<file path="src/rtl/core/color_matrix_convert_macros.svh">
// Assertion macros shared by the color matrix converter RTL.
`ifndef COLOR_MATRIX_CONVERT_MACROS_SVH
`define COLOR_MATRIX_CONVERT_MACROS_SVH

`ifndef NO_ASSERTIONS

// Same-cycle implication, checked outside reset.
`define CMC_ASSERT_IMPLY(label, clk, rst_n, cond, prop, msg) \
    label: assert property (@(posedge clk) disable iff (!rst_n) (cond) |-> (prop)) \
        else $error(msg);

// Next-cycle implication, checked outside reset.
`define CMC_ASSERT_NEXT(label, clk, rst_n, cond, prop, msg) \
    label: assert property (@(posedge clk) disable iff (!rst_n) (cond) |=> (prop)) \
        else $error(msg);

`else

`define CMC_ASSERT_IMPLY(label, clk, rst_n, cond, prop, msg)
`define CMC_ASSERT_NEXT(label, clk, rst_n, cond, prop, msg)

`endif

`endif

</file>
<file path="src/rtl/core/cmc_pkg.sv">
// Types, constants and helpers of the color matrix converter.
package cmc_pkg;

    localparam int NCH          = 4;
    localparam int LANE_BITS    = 16;
    localparam int REG_BITS     = 64;
    localparam int SAMPLE_BITS  = 16;
    localparam int NARROW_BITS  = 8;
    localparam int FRAC_BITS    = 12;
    localparam int COUNT_BITS   = 3;
    localparam int CFG_IDX_BITS = 3;

    localparam int DEF_CHANNELS   = 4;
    localparam int DEF_COEFF_BITS = 16;

    localparam int ONE_Q = 1 << FRAC_BITS;

    // Full-scale factors for the constant term: 65535 in wide mode, 255.9 * 10 otherwise.
    localparam int K_WIDE   = 65535;
    localparam int K_NARROW = 2559;

    localparam int WIDE_LIMIT   = 65535 * ONE_Q;
    localparam int NARROW_LIMIT = 256 * 10 * ONE_Q;
    localparam int NARROW_SAT_X = 2559;
    localparam int NARROW_MAX   = 255;
    localparam int WIDE_MAX     = 65535;

    // Division by ten of values below 16384 as a multiply and shift.
    localparam int RECIP_TEN   = 3277;
    localparam int RECIP_BITS  = 12;
    localparam int RECIP_SHIFT = 15;
    localparam int Q_BITS      = SAMPLE_BITS + RECIP_BITS;

    localparam logic [CFG_IDX_BITS-1:0] CFG_ROW0   = 3'd0;
    localparam logic [CFG_IDX_BITS-1:0] CFG_ROW1   = 3'd1;
    localparam logic [CFG_IDX_BITS-1:0] CFG_ROW2   = 3'd2;
    localparam logic [CFG_IDX_BITS-1:0] CFG_ROW3   = 3'd3;
    localparam logic [CFG_IDX_BITS-1:0] CFG_OFFSET = 3'd4;
    localparam logic [CFG_IDX_BITS-1:0] CFG_USED   = 3'd5;
    localparam logic [CFG_IDX_BITS-1:0] CFG_OUTCNT = 3'd6;
    localparam logic [CFG_IDX_BITS-1:0] CFG_WIDE   = 3'd7;

    typedef struct packed {
        logic [NCH-1:0][REG_BITS-1:0] coeff_rows;
        logic [REG_BITS-1:0]          offset_weights;
        logic [COUNT_BITS-1:0]        used_channels;
        logic [COUNT_BITS-1:0]        out_count;
        logic                         wide_samples;
    } t_cfg;

    function automatic logic [COUNT_BITS-1:0] lim_count(
        input logic [COUNT_BITS-1:0] n,
        input logic [COUNT_BITS-1:0] cap
    );
        return (n > cap) ? cap : n;
    endfunction

endpackage

</file>
<file path="src/rtl/core/cmc_cfg.sv">
// Configuration register file of the color matrix converter.
module cmc_cfg (
    input  logic                              i_clk,
    input  logic                              i_rst_n,
    input  logic                              i_cfg_wr_en,
    input  logic [cmc_pkg::CFG_IDX_BITS-1:0]  i_cfg_index,
    input  logic [cmc_pkg::REG_BITS-1:0]      i_cfg_wdata,
    output cmc_pkg::t_cfg                     o_cfg
);
    import cmc_pkg::*;

    t_cfg r_cfg;

    always_ff @(posedge i_clk) begin
        if (!i_rst_n) begin
            for (int j = 0; j < NCH; j++) begin
                r_cfg.coeff_rows[j] <= REG_BITS'(ONE_Q) << (j * LANE_BITS);
            end
            r_cfg.offset_weights <= '0;
            r_cfg.used_channels  <= COUNT_BITS'(NCH);
            r_cfg.out_count      <= COUNT_BITS'(NCH);
            r_cfg.wide_samples   <= 1'b0;
        end else if (i_cfg_wr_en) begin
            unique case (i_cfg_index)
                CFG_ROW0:   r_cfg.coeff_rows[0]  <= i_cfg_wdata;
                CFG_ROW1:   r_cfg.coeff_rows[1]  <= i_cfg_wdata;
                CFG_ROW2:   r_cfg.coeff_rows[2]  <= i_cfg_wdata;
                CFG_ROW3:   r_cfg.coeff_rows[3]  <= i_cfg_wdata;
                CFG_OFFSET: r_cfg.offset_weights <= i_cfg_wdata;
                CFG_USED:   r_cfg.used_channels  <= i_cfg_wdata[COUNT_BITS-1:0];
                CFG_OUTCNT: r_cfg.out_count      <= i_cfg_wdata[COUNT_BITS-1:0];
                CFG_WIDE:   r_cfg.wide_samples   <= i_cfg_wdata[0];
                default: begin
                end
            endcase
        end
    end

    assign o_cfg = r_cfg;

endmodule

</file>
<file path="config.mk">
export PLATFORM = sky130hd
export DESIGN_NAME = cmc_cfg
export DESIGN_NICKNAME = d
export VERILOG_FILES = /design/src/rtl/core/color_matrix_convert_macros.svh /design/src/rtl/core/cmc_pkg.sv /design/src/rtl/core/cmc_cfg.sv
export SDC_FILE = /design/constraint.sdc
export NUM_CORES = 1
export LEC_CHECK = 0
export ABC_AREA = 1
export BUFFER_PORTS_ARGS = -buffer_cell sky130_fd_sc_hd__buf_4
export CAP_MARGIN = 10
export CORE_MARGIN = 4
export CORE_UTILIZATION = 55
export CTS_CLUSTER_SIZE = 40
export DETAILED_ROUTE_END_ITERATION = 16
export GPL_TIMING_DRIVEN = 0
export PLACE_DENSITY = 0.95
export SLEW_MARGIN = 30
export SYNTH_ARGS = -nofsm -noshare
export SYNTH_HDL_FRONTEND = slang
export SYNTH_SLANG_ARGS = --single-unit
</file>
<file path="constraint.sdc">
create_clock -name i_clk -period 2.36 [get_ports i_clk]
set_input_delay 0 -clock i_clk [delete_from_list [all_inputs] [get_ports i_clk]]
set_output_delay 0 -clock i_clk [all_outputs]
set_load 0.01 [all_outputs]
</file>
==> impl_metrics.ini <==
[floorplan]
die-width_um = 162.0
dieArea_um2 = 26230
rows = 56
dieHeight_um = 162.0
core-area_um2 = 23400
ios = 397
initial_utilization = 0.5571

[sta]
setup_ws_ns = 0.3709
maxSlewViolCount = 0
clock.fmax_ghz = 0.5027
tightest_slew_ns = 0.9098
finalSetupTns_ns = 0
min_period_ns = 1.989
clock_skew_ns = 0
finalHoldViolCount = 0
fin_crit_sh = 0.8429
timing.slew.headroom = 0.3934
setup_viol = 0
rsz0062_at_grt = no
timing.hold.ws_ns = 0.06938

[global_routing]
grt_max_degree = 15
antenna_found_initial = 1
grt_pass1_vias = 15182
grt_pass1_wl_mm = 80.88
grt_overflow = 0
grt_util_all_layers = 0.3849

[clock_network]
post_cts_resized = 0
root_buffer = clkbuf_16
cts.sinks = 327
htreeDepth = 2
insertion_delay_ns = 0.50
cts_tree = built
post_cts_buffers = 0
clk_pin_slew_ns = 0.06
cts_hold_buf = 71
cts_inserted_buffers = 34
cts_buffer_depth = 3

[route]
dr.pass1.iters = 6
wl_per_cell_um = 19.56
drt-initial-drc-count = 1956
wirelength_mm = 52.85
antenna_left = 0
via_count = 15452
vias_per_cell = 5.721
drc = 0

[critical_path]
worstSetupEndpointType = register
reg2reg_from = o_cfg[6]
worstPathMaxFanout = 5
required_ns = 2.73
cp-start-kind = input port
worstSetupPathType = input port to register
arrival_ns = 2.36
timing.critical_path.from = i_cfg_index[1]

[power]
powerDensity_nw_per_um2 = 711.4
ir_worst_vdd_v = 0.0004831
p_leak_uw = 0.008744
p_total_uw = 12970

[yosys]
synth-seq-cells = 327
synthCells = 1855
synth_cell_types = 14
ys_seq_area_frac = 0.5021
synthTopCellsByArea = dfxtp_1 (50%), nor2_1 (19%), nand3_1 (13%), nand2_1 (9.7%), buf_2 (2.4%)
syn_area_per_cell_um2 = 7.028
yosys_warnings = 0
syn_area_um2 = 13040
synth_top_cell_area_share = 0.5021
yosys.area.top_type = dfxtp_1
synth_nets = 1925

[cells_and_area]
nets = 2427
fillers = 1479
ff_latch_area_um2 = 6546
final_common_cell = nor2_1
drive_above_1_share = 0.2336
largest_reg_flops = 327
multi_input_area_um2 = 5423
syn_to_final_growth_pct = 39.83
final_cell_mix = nor2_1 (649), buf_4 (406), nand2_1 (337)

[placement]
portBuffers = 395
place_ws_ns = 0.8849
dp_hpwl_mm = 35.06
gp_congestion = 0.9130

[worst_hold_path]
min_from = i_cfg_wr_en
hp-class = input port to register

[run_status]
status = finished clean

[run]
drv_cap = 0
layout make-up:
class / count / area share
Tap cell: 319 / 0.02189
Sequential cell: 327 / 0.3591
Timing Repair Buffer: 466 / 0.2016
Antenna cell: 2 / 0.0002745
Multi-Input combinational cell: 1323 / 0.2975
Buffer: 135 / 0.04420
Inverter: 70 / 0.01441
Clock inverter: 11 / 0.005765
Clock buffer: 48 / 0.05525
metal layers:
layer  global-route usage  wire [µm]  vias to the layer above
met2               0.6484      24790                     1278
met1               0.4374      17880                     7059
li1                     -          -                     6765
met4               0.2449       4098                        0
met3              0.09515       6078                      350
met5                    0          0                        -
cells in the mapped netlist, drive strengths merged:
| cell type | n |
|---|---|
| nand3 | 326 |
| dfxtp | 327 |
| buf | 105 |
| nand2 | 340 |
| o21ai | 3 |
| inv | 70 |
| nor2 | 654 |
| clkbuf | 30 |
where the power goes:
group / internal, µW / switching [µW]
sequential: 5710 / 132
combinational: 673 / 1020
clock: 3190 / 2230
final timing paths:
| path | endpoint | slack (ns) | cells after the start |
|---|---|---|---|
| setup / recovery | o_cfg[6] | 0.37 | 8 |
| hold / removal | o_cfg[0] | 0.07 | 5 |
| setup reg to reg | o_cfg[6] | 1.15 | 3 |
| hold reg to reg | o_cfg[9] | 0.49 | 2 |
worst max-delay path, cell delays in order:
cell	delay, ns
dlygate4sd3_1	0.56
buf_4	0.17
inv_2	0.06
nand2_1	0.11
dlygate4sd3_1	0.60
o21ai_0	0.18
dlygate4sd3_1	0.60
nand3_1	0.07
logic make-up after synthesis:
logic type,share of synthesized area
AND/OR/NAND/NOR,0.4148
flip-flops,0.5021
buffers and inverters,0.08196
AO/OA/AOI/OAI,0.001151
metrics by stage:
stage | cells | utilization | instance area, µm²
2_1_floorplan | 1855 | - | 13040
3_3_place_gp | 2569 | 0.7009 | 16400
3_5_place_dp | 2569 | 0.7009 | 16400
4_1_cts | 2699 | 0.7788 | 18230
5_1_grt | 2700 | 0.7789 | 18230
6_report | 2701 | 0.7790 | 18230
Power figures use the tool's default switching activity.
