==> config.mk <==
export PLATFORM = sky130hd
export DESIGN_NAME = cmc_clamp
export DESIGN_NICKNAME = d
export VERILOG_FILES = /design/src/rtl/core/cmc_pkg.sv /design/src/rtl/core/cmc_clamp.sv
export VERILOG_INCLUDE_DIRS = /design/src /design/src/rtl/core
export SDC_FILE = /design/constraint.sdc
export NUM_CORES = 2
export LEC_CHECK = 0
export CORE_MARGIN = 2
export CORE_UTILIZATION = 27
export CTS_CLUSTER_SIZE = 14
export DETAILED_ROUTE_END_ITERATION = 16
export DONT_BUFFER_PORTS = 1
export PLACE_DENSITY_LB_ADDON = 0.08
export SETUP_SLACK_MARGIN = 0.2
export SLEW_MARGIN = 30
export SYNTH_ARGS = -nofsm -noshare
export SYNTH_HDL_FRONTEND = slang
export SYNTH_SLANG_ARGS = --single-unit
==> constraint.sdc <==
create_clock -name i_clk -period 12.1 [get_ports i_clk]
set_clock_uncertainty 0.2 [all_clocks]
set_input_delay 0.605 -clock i_clk [delete_from_list [all_inputs] [get_ports i_clk]]
set_output_delay 0.605 -clock i_clk [all_outputs]
set_load 0.05 [all_outputs]
==> src/rtl/core/color_matrix_convert_macros.svh <==
// Assertion macros shared by the color matrix converter RTL.
`ifndef COLOR_MATRIX_CONVERT_MACROS_SVH
`define COLOR_MATRIX_CONVERT_MACROS_SVH

`ifndef NO_ASSERTIONS

// Same-cycle implication, checked outside reset.
`define CMC_ASSERT_IMPLY(label, clk, rst_n, cond, prop, msg) \
    label: assert property (@(posedge clk) disable iff (!rst_n) (cond) |-> (prop)) \
        else $error(msg);

// Next-cycle implication, checked outside reset.
`define CMC_ASSERT_NEXT(label, clk, rst_n, cond, prop, msg) \
    label: assert property (@(posedge clk) disable iff (!rst_n) (cond) |=> (prop)) \
        else $error(msg);

`else

`define CMC_ASSERT_IMPLY(label, clk, rst_n, cond, prop, msg)
`define CMC_ASSERT_NEXT(label, clk, rst_n, cond, prop, msg)

`endif

`endif

==> src/rtl/core/cmc_pkg.sv <==
// Types, constants and helpers of the color matrix converter.
package cmc_pkg;

    localparam int NCH          = 4;
    localparam int LANE_BITS    = 16;
    localparam int REG_BITS     = 64;
    localparam int SAMPLE_BITS  = 16;
    localparam int NARROW_BITS  = 8;
    localparam int FRAC_BITS    = 12;
    localparam int COUNT_BITS   = 3;
    localparam int CFG_IDX_BITS = 3;

    localparam int DEF_CHANNELS   = 4;
    localparam int DEF_COEFF_BITS = 16;

    localparam int ONE_Q = 1 << FRAC_BITS;

    // Full-scale factors for the constant term: 65535 in wide mode, 255.9 * 10 otherwise.
    localparam int K_WIDE   = 65535;
    localparam int K_NARROW = 2559;

    localparam int WIDE_LIMIT   = 65535 * ONE_Q;
    localparam int NARROW_LIMIT = 256 * 10 * ONE_Q;
    localparam int NARROW_SAT_X = 2559;
    localparam int NARROW_MAX   = 255;
    localparam int WIDE_MAX     = 65535;

    // Division by ten of values below 16384 as a multiply and shift.
    localparam int RECIP_TEN   = 3277;
    localparam int RECIP_BITS  = 12;
    localparam int RECIP_SHIFT = 15;
    localparam int Q_BITS      = SAMPLE_BITS + RECIP_BITS;

    localparam logic [CFG_IDX_BITS-1:0] CFG_ROW0   = 3'd0;
    localparam logic [CFG_IDX_BITS-1:0] CFG_ROW1   = 3'd1;
    localparam logic [CFG_IDX_BITS-1:0] CFG_ROW2   = 3'd2;
    localparam logic [CFG_IDX_BITS-1:0] CFG_ROW3   = 3'd3;
    localparam logic [CFG_IDX_BITS-1:0] CFG_OFFSET = 3'd4;
    localparam logic [CFG_IDX_BITS-1:0] CFG_USED   = 3'd5;
    localparam logic [CFG_IDX_BITS-1:0] CFG_OUTCNT = 3'd6;
    localparam logic [CFG_IDX_BITS-1:0] CFG_WIDE   = 3'd7;

    typedef struct packed {
        logic [NCH-1:0][REG_BITS-1:0] coeff_rows;
        logic [REG_BITS-1:0]          offset_weights;
        logic [COUNT_BITS-1:0]        used_channels;
        logic [COUNT_BITS-1:0]        out_count;
        logic                         wide_samples;
    } t_cfg;

    function automatic logic [COUNT_BITS-1:0] lim_count(
        input logic [COUNT_BITS-1:0] n,
        input logic [COUNT_BITS-1:0] cap
    );
        return (n > cap) ? cap : n;
    endfunction

endpackage

==> src/rtl/core/cmc_clamp.sv <==
// Offset, clamp and scaling stages of the color matrix converter.
`include "color_matrix_convert_macros.svh"

module cmc_clamp #(
    parameter int CHANNELS   = cmc_pkg::DEF_CHANNELS,
    parameter int COEFF_BITS = cmc_pkg::DEF_COEFF_BITS,
    localparam int PW = COEFF_BITS + cmc_pkg::SAMPLE_BITS + 1,
    localparam int SW = PW + 2
) (
    input  logic                                             i_clk,
    input  logic                                             i_rst_n,
    input  logic                                             i_en,
    input  cmc_pkg::t_cfg                                    i_cfg,
    input  logic                                             i_valid,
    input  logic [cmc_pkg::NCH-1:0][SW-1:0]                  i_sum,
    input  logic [cmc_pkg::NCH-1:0][PW-1:0]                  i_offp,
    output logic                                             o_valid,
    output logic [cmc_pkg::NCH-1:0][cmc_pkg::SAMPLE_BITS-1:0] o_out
);
    import cmc_pkg::*;

    localparam int CAP = (CHANNELS < NCH) ? CHANNELS : NCH;
    localparam int AW  = SW + 5;

    logic [COUNT_BITS-1:0]    w_nout;
    logic signed [AW-1:0]     w_acc [NCH];
    logic [SAMPLE_BITS-1:0]   n_x   [NCH];
    logic [Q_BITS-1:0]        w_q   [NCH];
    logic [SAMPLE_BITS-1:0]   n_out [NCH];

    logic                     r_v3;
    logic [SAMPLE_BITS-1:0]   r_x   [NCH];
    logic                     r_v4;
    logic [SAMPLE_BITS-1:0]   r_out [NCH];

    assign w_nout = lim_count(i_cfg.out_count, COUNT_BITS'(CAP));

    always_comb begin
        for (int j = 0; j < NCH; j++) begin
            if (i_cfg.wide_samples) begin
                w_acc[j] = AW'($signed(i_sum[j])) + AW'($signed(i_offp[j]));
            end else begin
                w_acc[j] = (AW'($signed(i_sum[j])) <<< 3) + (AW'($signed(i_sum[j])) <<< 1)
                         + AW'($signed(i_offp[j]));
            end
            priority if (j >= int'(w_nout) || w_acc[j][AW-1]) begin
                n_x[j] = '0;
            end else if (i_cfg.wide_samples && w_acc[j] >= AW'(WIDE_LIMIT)) begin
                n_x[j] = SAMPLE_BITS'(WIDE_MAX);
            end else if (!i_cfg.wide_samples && w_acc[j] >= AW'(NARROW_LIMIT)) begin
                n_x[j] = SAMPLE_BITS'(NARROW_SAT_X);
            end else begin
                n_x[j] = w_acc[j][FRAC_BITS +: SAMPLE_BITS];
            end
        end
    end

    // In 8-bit mode the stored value is ten times the sum over 4096, to be divided by ten.
    always_comb begin
        for (int j = 0; j < NCH; j++) begin
            w_q[j] = Q_BITS'(r_x[j]) * Q_BITS'(RECIP_TEN);
            if (i_cfg.wide_samples) begin
                n_out[j] = r_x[j];
            end else begin
                n_out[j] = SAMPLE_BITS'(w_q[j] >> RECIP_SHIFT);
            end
        end
    end

    always_ff @(posedge i_clk) begin
        if (!i_rst_n) begin
            r_v3 <= 1'b0;
            r_v4 <= 1'b0;
        end else if (i_en) begin
            r_v3 <= i_valid;
            r_v4 <= r_v3;
        end
    end

    always_ff @(posedge i_clk) begin
        if (i_en) begin
            for (int j = 0; j < NCH; j++) begin
                r_x[j]   <= n_x[j];
                r_out[j] <= n_out[j];
            end
        end
    end

    always_comb begin
        for (int j = 0; j < NCH; j++) begin
            o_out[j] = r_out[j];
        end
    end

    assign o_valid = r_v4;

    for (genvar j = 0; j < NCH; j++) begin : g_chk
        `CMC_ASSERT_IMPLY(a_narrow_range, i_clk, i_rst_n, r_v4 && !i_cfg.wide_samples, r_out[j] <= SAMPLE_BITS'(NARROW_MAX), "8-bit result above 255")
        `CMC_ASSERT_IMPLY(a_unused_zero, i_clk, i_rst_n, r_v4 && (j >= int'(w_nout)), r_out[j] == '0, "unused channel not zero")
    end

endmodule

==> impl_metrics.yaml <==
setup_path:
  cp_cell_sequence: "ha_1 -> inv_1 -> fa_1 -> fa_1 -> inv_1 -> fa_1 -> fa_1 -> ha_1 -> nor2b_1 -> o21ai_0 -> nand2b_1 -> a21oi_1 -> a31oi_1 -> a211oi_1 -> o21ai_1 -> and4_1 -> a2111oi_1 -> a21oi_1 -> xnor2_1 -> o21ai_0"
  crit_required_ns: 12.12
  critical_path_class: "flop to flop"
  slowest_delay_ns: 0.68
  crit_top_cell: "fa_1"
  r2r-end: "r_out[1][12]"
  endpoint_kind: "flop"
  critPathArrivalTime_ns: 7.29
  rr_worst_depth: 20
  crit_slowest_cell: "a2111oi_1"
  ff2ff_setup_slack_ns: 4.84
  critPathLaunchType: "flop"
  critPathBufInv: 2
  critical-path-top-delay-family: "adder cells"
  reg2reg_from: "r_x[1][2]"
  path_depth: 20
  crit_path_max_fanout: 6
worst_hold_path:
  hold_start: "i_valid"
  hold_path_depth: 2
  hold_end: "r_v3"
  hold_class: "input pin to flop"
placed_design:
  dp.cells: 5629
  io_buffers: 0
  gp_congestion: 0.8264
  dp_hpwl_mm: 96.10
clock_tree:
  ctsLongestPathBuffers: 2
  worstSkewPairLatency_ns: 0.52
  cts_made_buffers: 17
  cts_root_buffer: "clkbuf_16"
  clk_pin_slew_ns: 0.07
  cts_tree: "built"
  htree_levels: 4
  cts_sinks: 130
  postCtsSetupBuffers: 0
  cts_resized: 0
timing:
  hold_viol: 0
  fmax_mhz: 137.7
  worstMarginPinSlew_ns: 0.8806
  drv_slew: 0
  period_share_pct: 60.01
  tns_ns: 0
  relSlewSlack_pct: 41.10
  setup_viol: 0
  hold_slack_ns: 0.06250
  rsz0062_at_grt: "no"
  period_minus_slack_ns: 7.261
finish:
  instances_no_fill: 5665
  drive_gt1_share_pct: 2.481
  fillers: 14083
  layout_common_cells: "702 x ha_1, 424 x inv_1, 376 x fa_1, 316 x nand2_1, 304 x a21oi_1"
  final_common_cell: "ha_1"
  antenna_cells: 0
  fin_nets: 5578
  post-route-util_pct: 29.16
  area_delta_synth_final_pct: 7.251
power_and_ir_drop:
  ir_worst_vdd_mv: 0.2000
  p_per_area_nw_per_um2: 261.7
  cellLeakagePower_nw: 17.36
global_route:
  grt_pass1_wl_mm: 175.4
  grt_max_degree: 214
  grt.total_usage_pct: 16.66
  grt_pass1_vias: 29612
  grt_overflow_total: 0
  antenna_found_initial: 4
die:
  die_w_um: 367.6
  pin_count: 668
  die_h_um: 367.6
  start_util_pct: 27.19
  core-area_um2: 131300
  num_rows: 133
  die-area_um2: 135100
routing:
  first_pass_iters: 6
  dr_wl_met2_mm: 49.40
  drt-total-wl_mm: 112.3
  wl_met1_mm: 55.37
  ant_nets: 0
  drc_errors: 0
  top_layer: "met5"
  viasPerCell: 4.936
  dr_wl_met3_mm: 6.212
  drt_iter0_drc: 1360
  wl_per_cell_um: 19.82
  vias: 27964
run_status:
  status: "finished, final reports clean"
logic_synthesis:
  synth_area_um2: 35700
  synth-edff-count: 128
  synthFlopType: "edfxtp_1"
  synthDistinctLibCells: 91
  synth_cells: 3946
  ys_seq_area_share_pct: 10.88
  ys_ff_latch: 130
  syn_avg_cell_area_um2: 9.047
  ys_warn_count: 0
  syn_nets: 5627
  ys_async_sr_fraction_pct: 0
flow_run:
  maxCapViolations: 0
-- per-layer routing --
metal | vias to the layer above | track usage [%]
met1 | 13345 | 23.31
met2 | 420 | 26.02
met5 | - | 0
li1 | 14145 | -
met4 | 2 | 3.019
met3 | 52 | 4.128
-- cell families after synthesis --
family / synth area share, %
adder cells (fa/ha/maj): 45.69
AO/OA/AOI/OAI: 19.81
flip-flops: 10.88
multiplexers: 1.199
buffers and inverters: 5.341
AND/OR/NAND/NOR: 12.06
XOR/XNOR: 5.029
-- cell type report --
| class | instances | area [µm²] | share of cell area [%] |
|---|---|---|---|
| clock buffers | 17 | 425.4 | 1.111 |
| clock inverters | 15 | 171.4 | 0.4477 |
| inverters | 425 | 1597 | 4.170 |
| multi-input cells | 3313 | 29920 | 78.15 |
| flip-flops and latches | 130 | 3884 | 10.14 |
| well taps | 1755 | 2196 | 5.735 |
| repair buffers | 10 | 95.09 | 0.2483 |
-- through the flow --
| step | cell area, µm² | total power [mW] | setup slack (ns) |
|---|---|---|---|
| 3_5_place_dp | 37640 | 9.596 | 4.694 |
| 4_1_cts | 38280 | 10.32 | 4.641 |
| 6_report | 38290 | 10.02 | 4.839 |
| 3_3_place_gp | 37630 | 9.653 | 4.645 |
| 2_1_floorplan | 35700 | 7.465 | 6.035 |
| 5_1_grt | 38290 | 11.47 | 4.288 |
-- worst register-to-register path: stages, from the launching register on --
cell,delay [ns]
edfxtp_1,0.54
ha_1,0.40
inv_1,0.07
fa_1,0.51
fa_1,0.56
inv_1,0.06
fa_1,0.52
fa_1,0.51
ha_1,0.32
nor2b_1,0.13
o21ai_0,0.15
nand2b_1,0.09
a21oi_1,0.20
a31oi_1,0.23
a211oi_1,0.51
o21ai_1,0.23
and4_1,0.25
a2111oi_1,0.68
a21oi_1,0.16
xnor2_1,0.17
o21ai_0,0.52
-- flip-flops by register name (all words and copies together), names as in the netlist --
register,flops
o_valid,1
r_out,64
r_x,64
r_v3,1
-- what timing repair did --
action,4_1_cts,5_1_grt
endpoints found under the hold margin,14,0
setup endpoints to repair,0,0
hold buffers,4,0
-- synth_stat cells (37+ instances only) --
cell / count / area share [%]
ha_1: 702 / 25
inv_1: 425 / 4.5
fa_1: 376 / 21
nand2_1: 316 / 3.3
a21oi_1: 304 / 4.3
o21ai_0: 218 / 3.1
nor2_1: 184 / 1.9
edfxtp_1: 128 / 11
xnor2_1: 121 / 3.0
a21o_1: 115 / 2.4
xor2_1: 84 / 2.1
nand3_1: 75 / 1.1
clkbuf_1: 65 / 0.68
nor3_1: 54 / 0.76
o21a_1: 54 / 1.1
a31oi_1: 50 / 0.88
a211oi_1: 42 / 0.88
o31ai_1: 40 / 0.84
nand4_1: 39 / 0.68
o211ai_1: 39 / 0.82
nand2b_1: 37 / 0.65
-- how the worst max path moves through the flow --
stage / start / end
global placement: r_x[2][0] / r_out[2][12]
finish: r_x[1][2] / r_out[1][12]
detailed placement: r_x[1][2] / r_out[1][12]
floorplan: r_x[1][2] / r_out[1][12]
CTS: r_x[1][2] / r_out[1][12]
global route: r_x[2][0] / r_out[2][12]
-- where the power goes --
part,internal [mW],switching (mW),total (mW)
clock,0.309,0.268,0.578
sequential,0.787,0.497,1.28
combinational,3.67,4.49,8.16
Power figures use the tool's default switching activity.
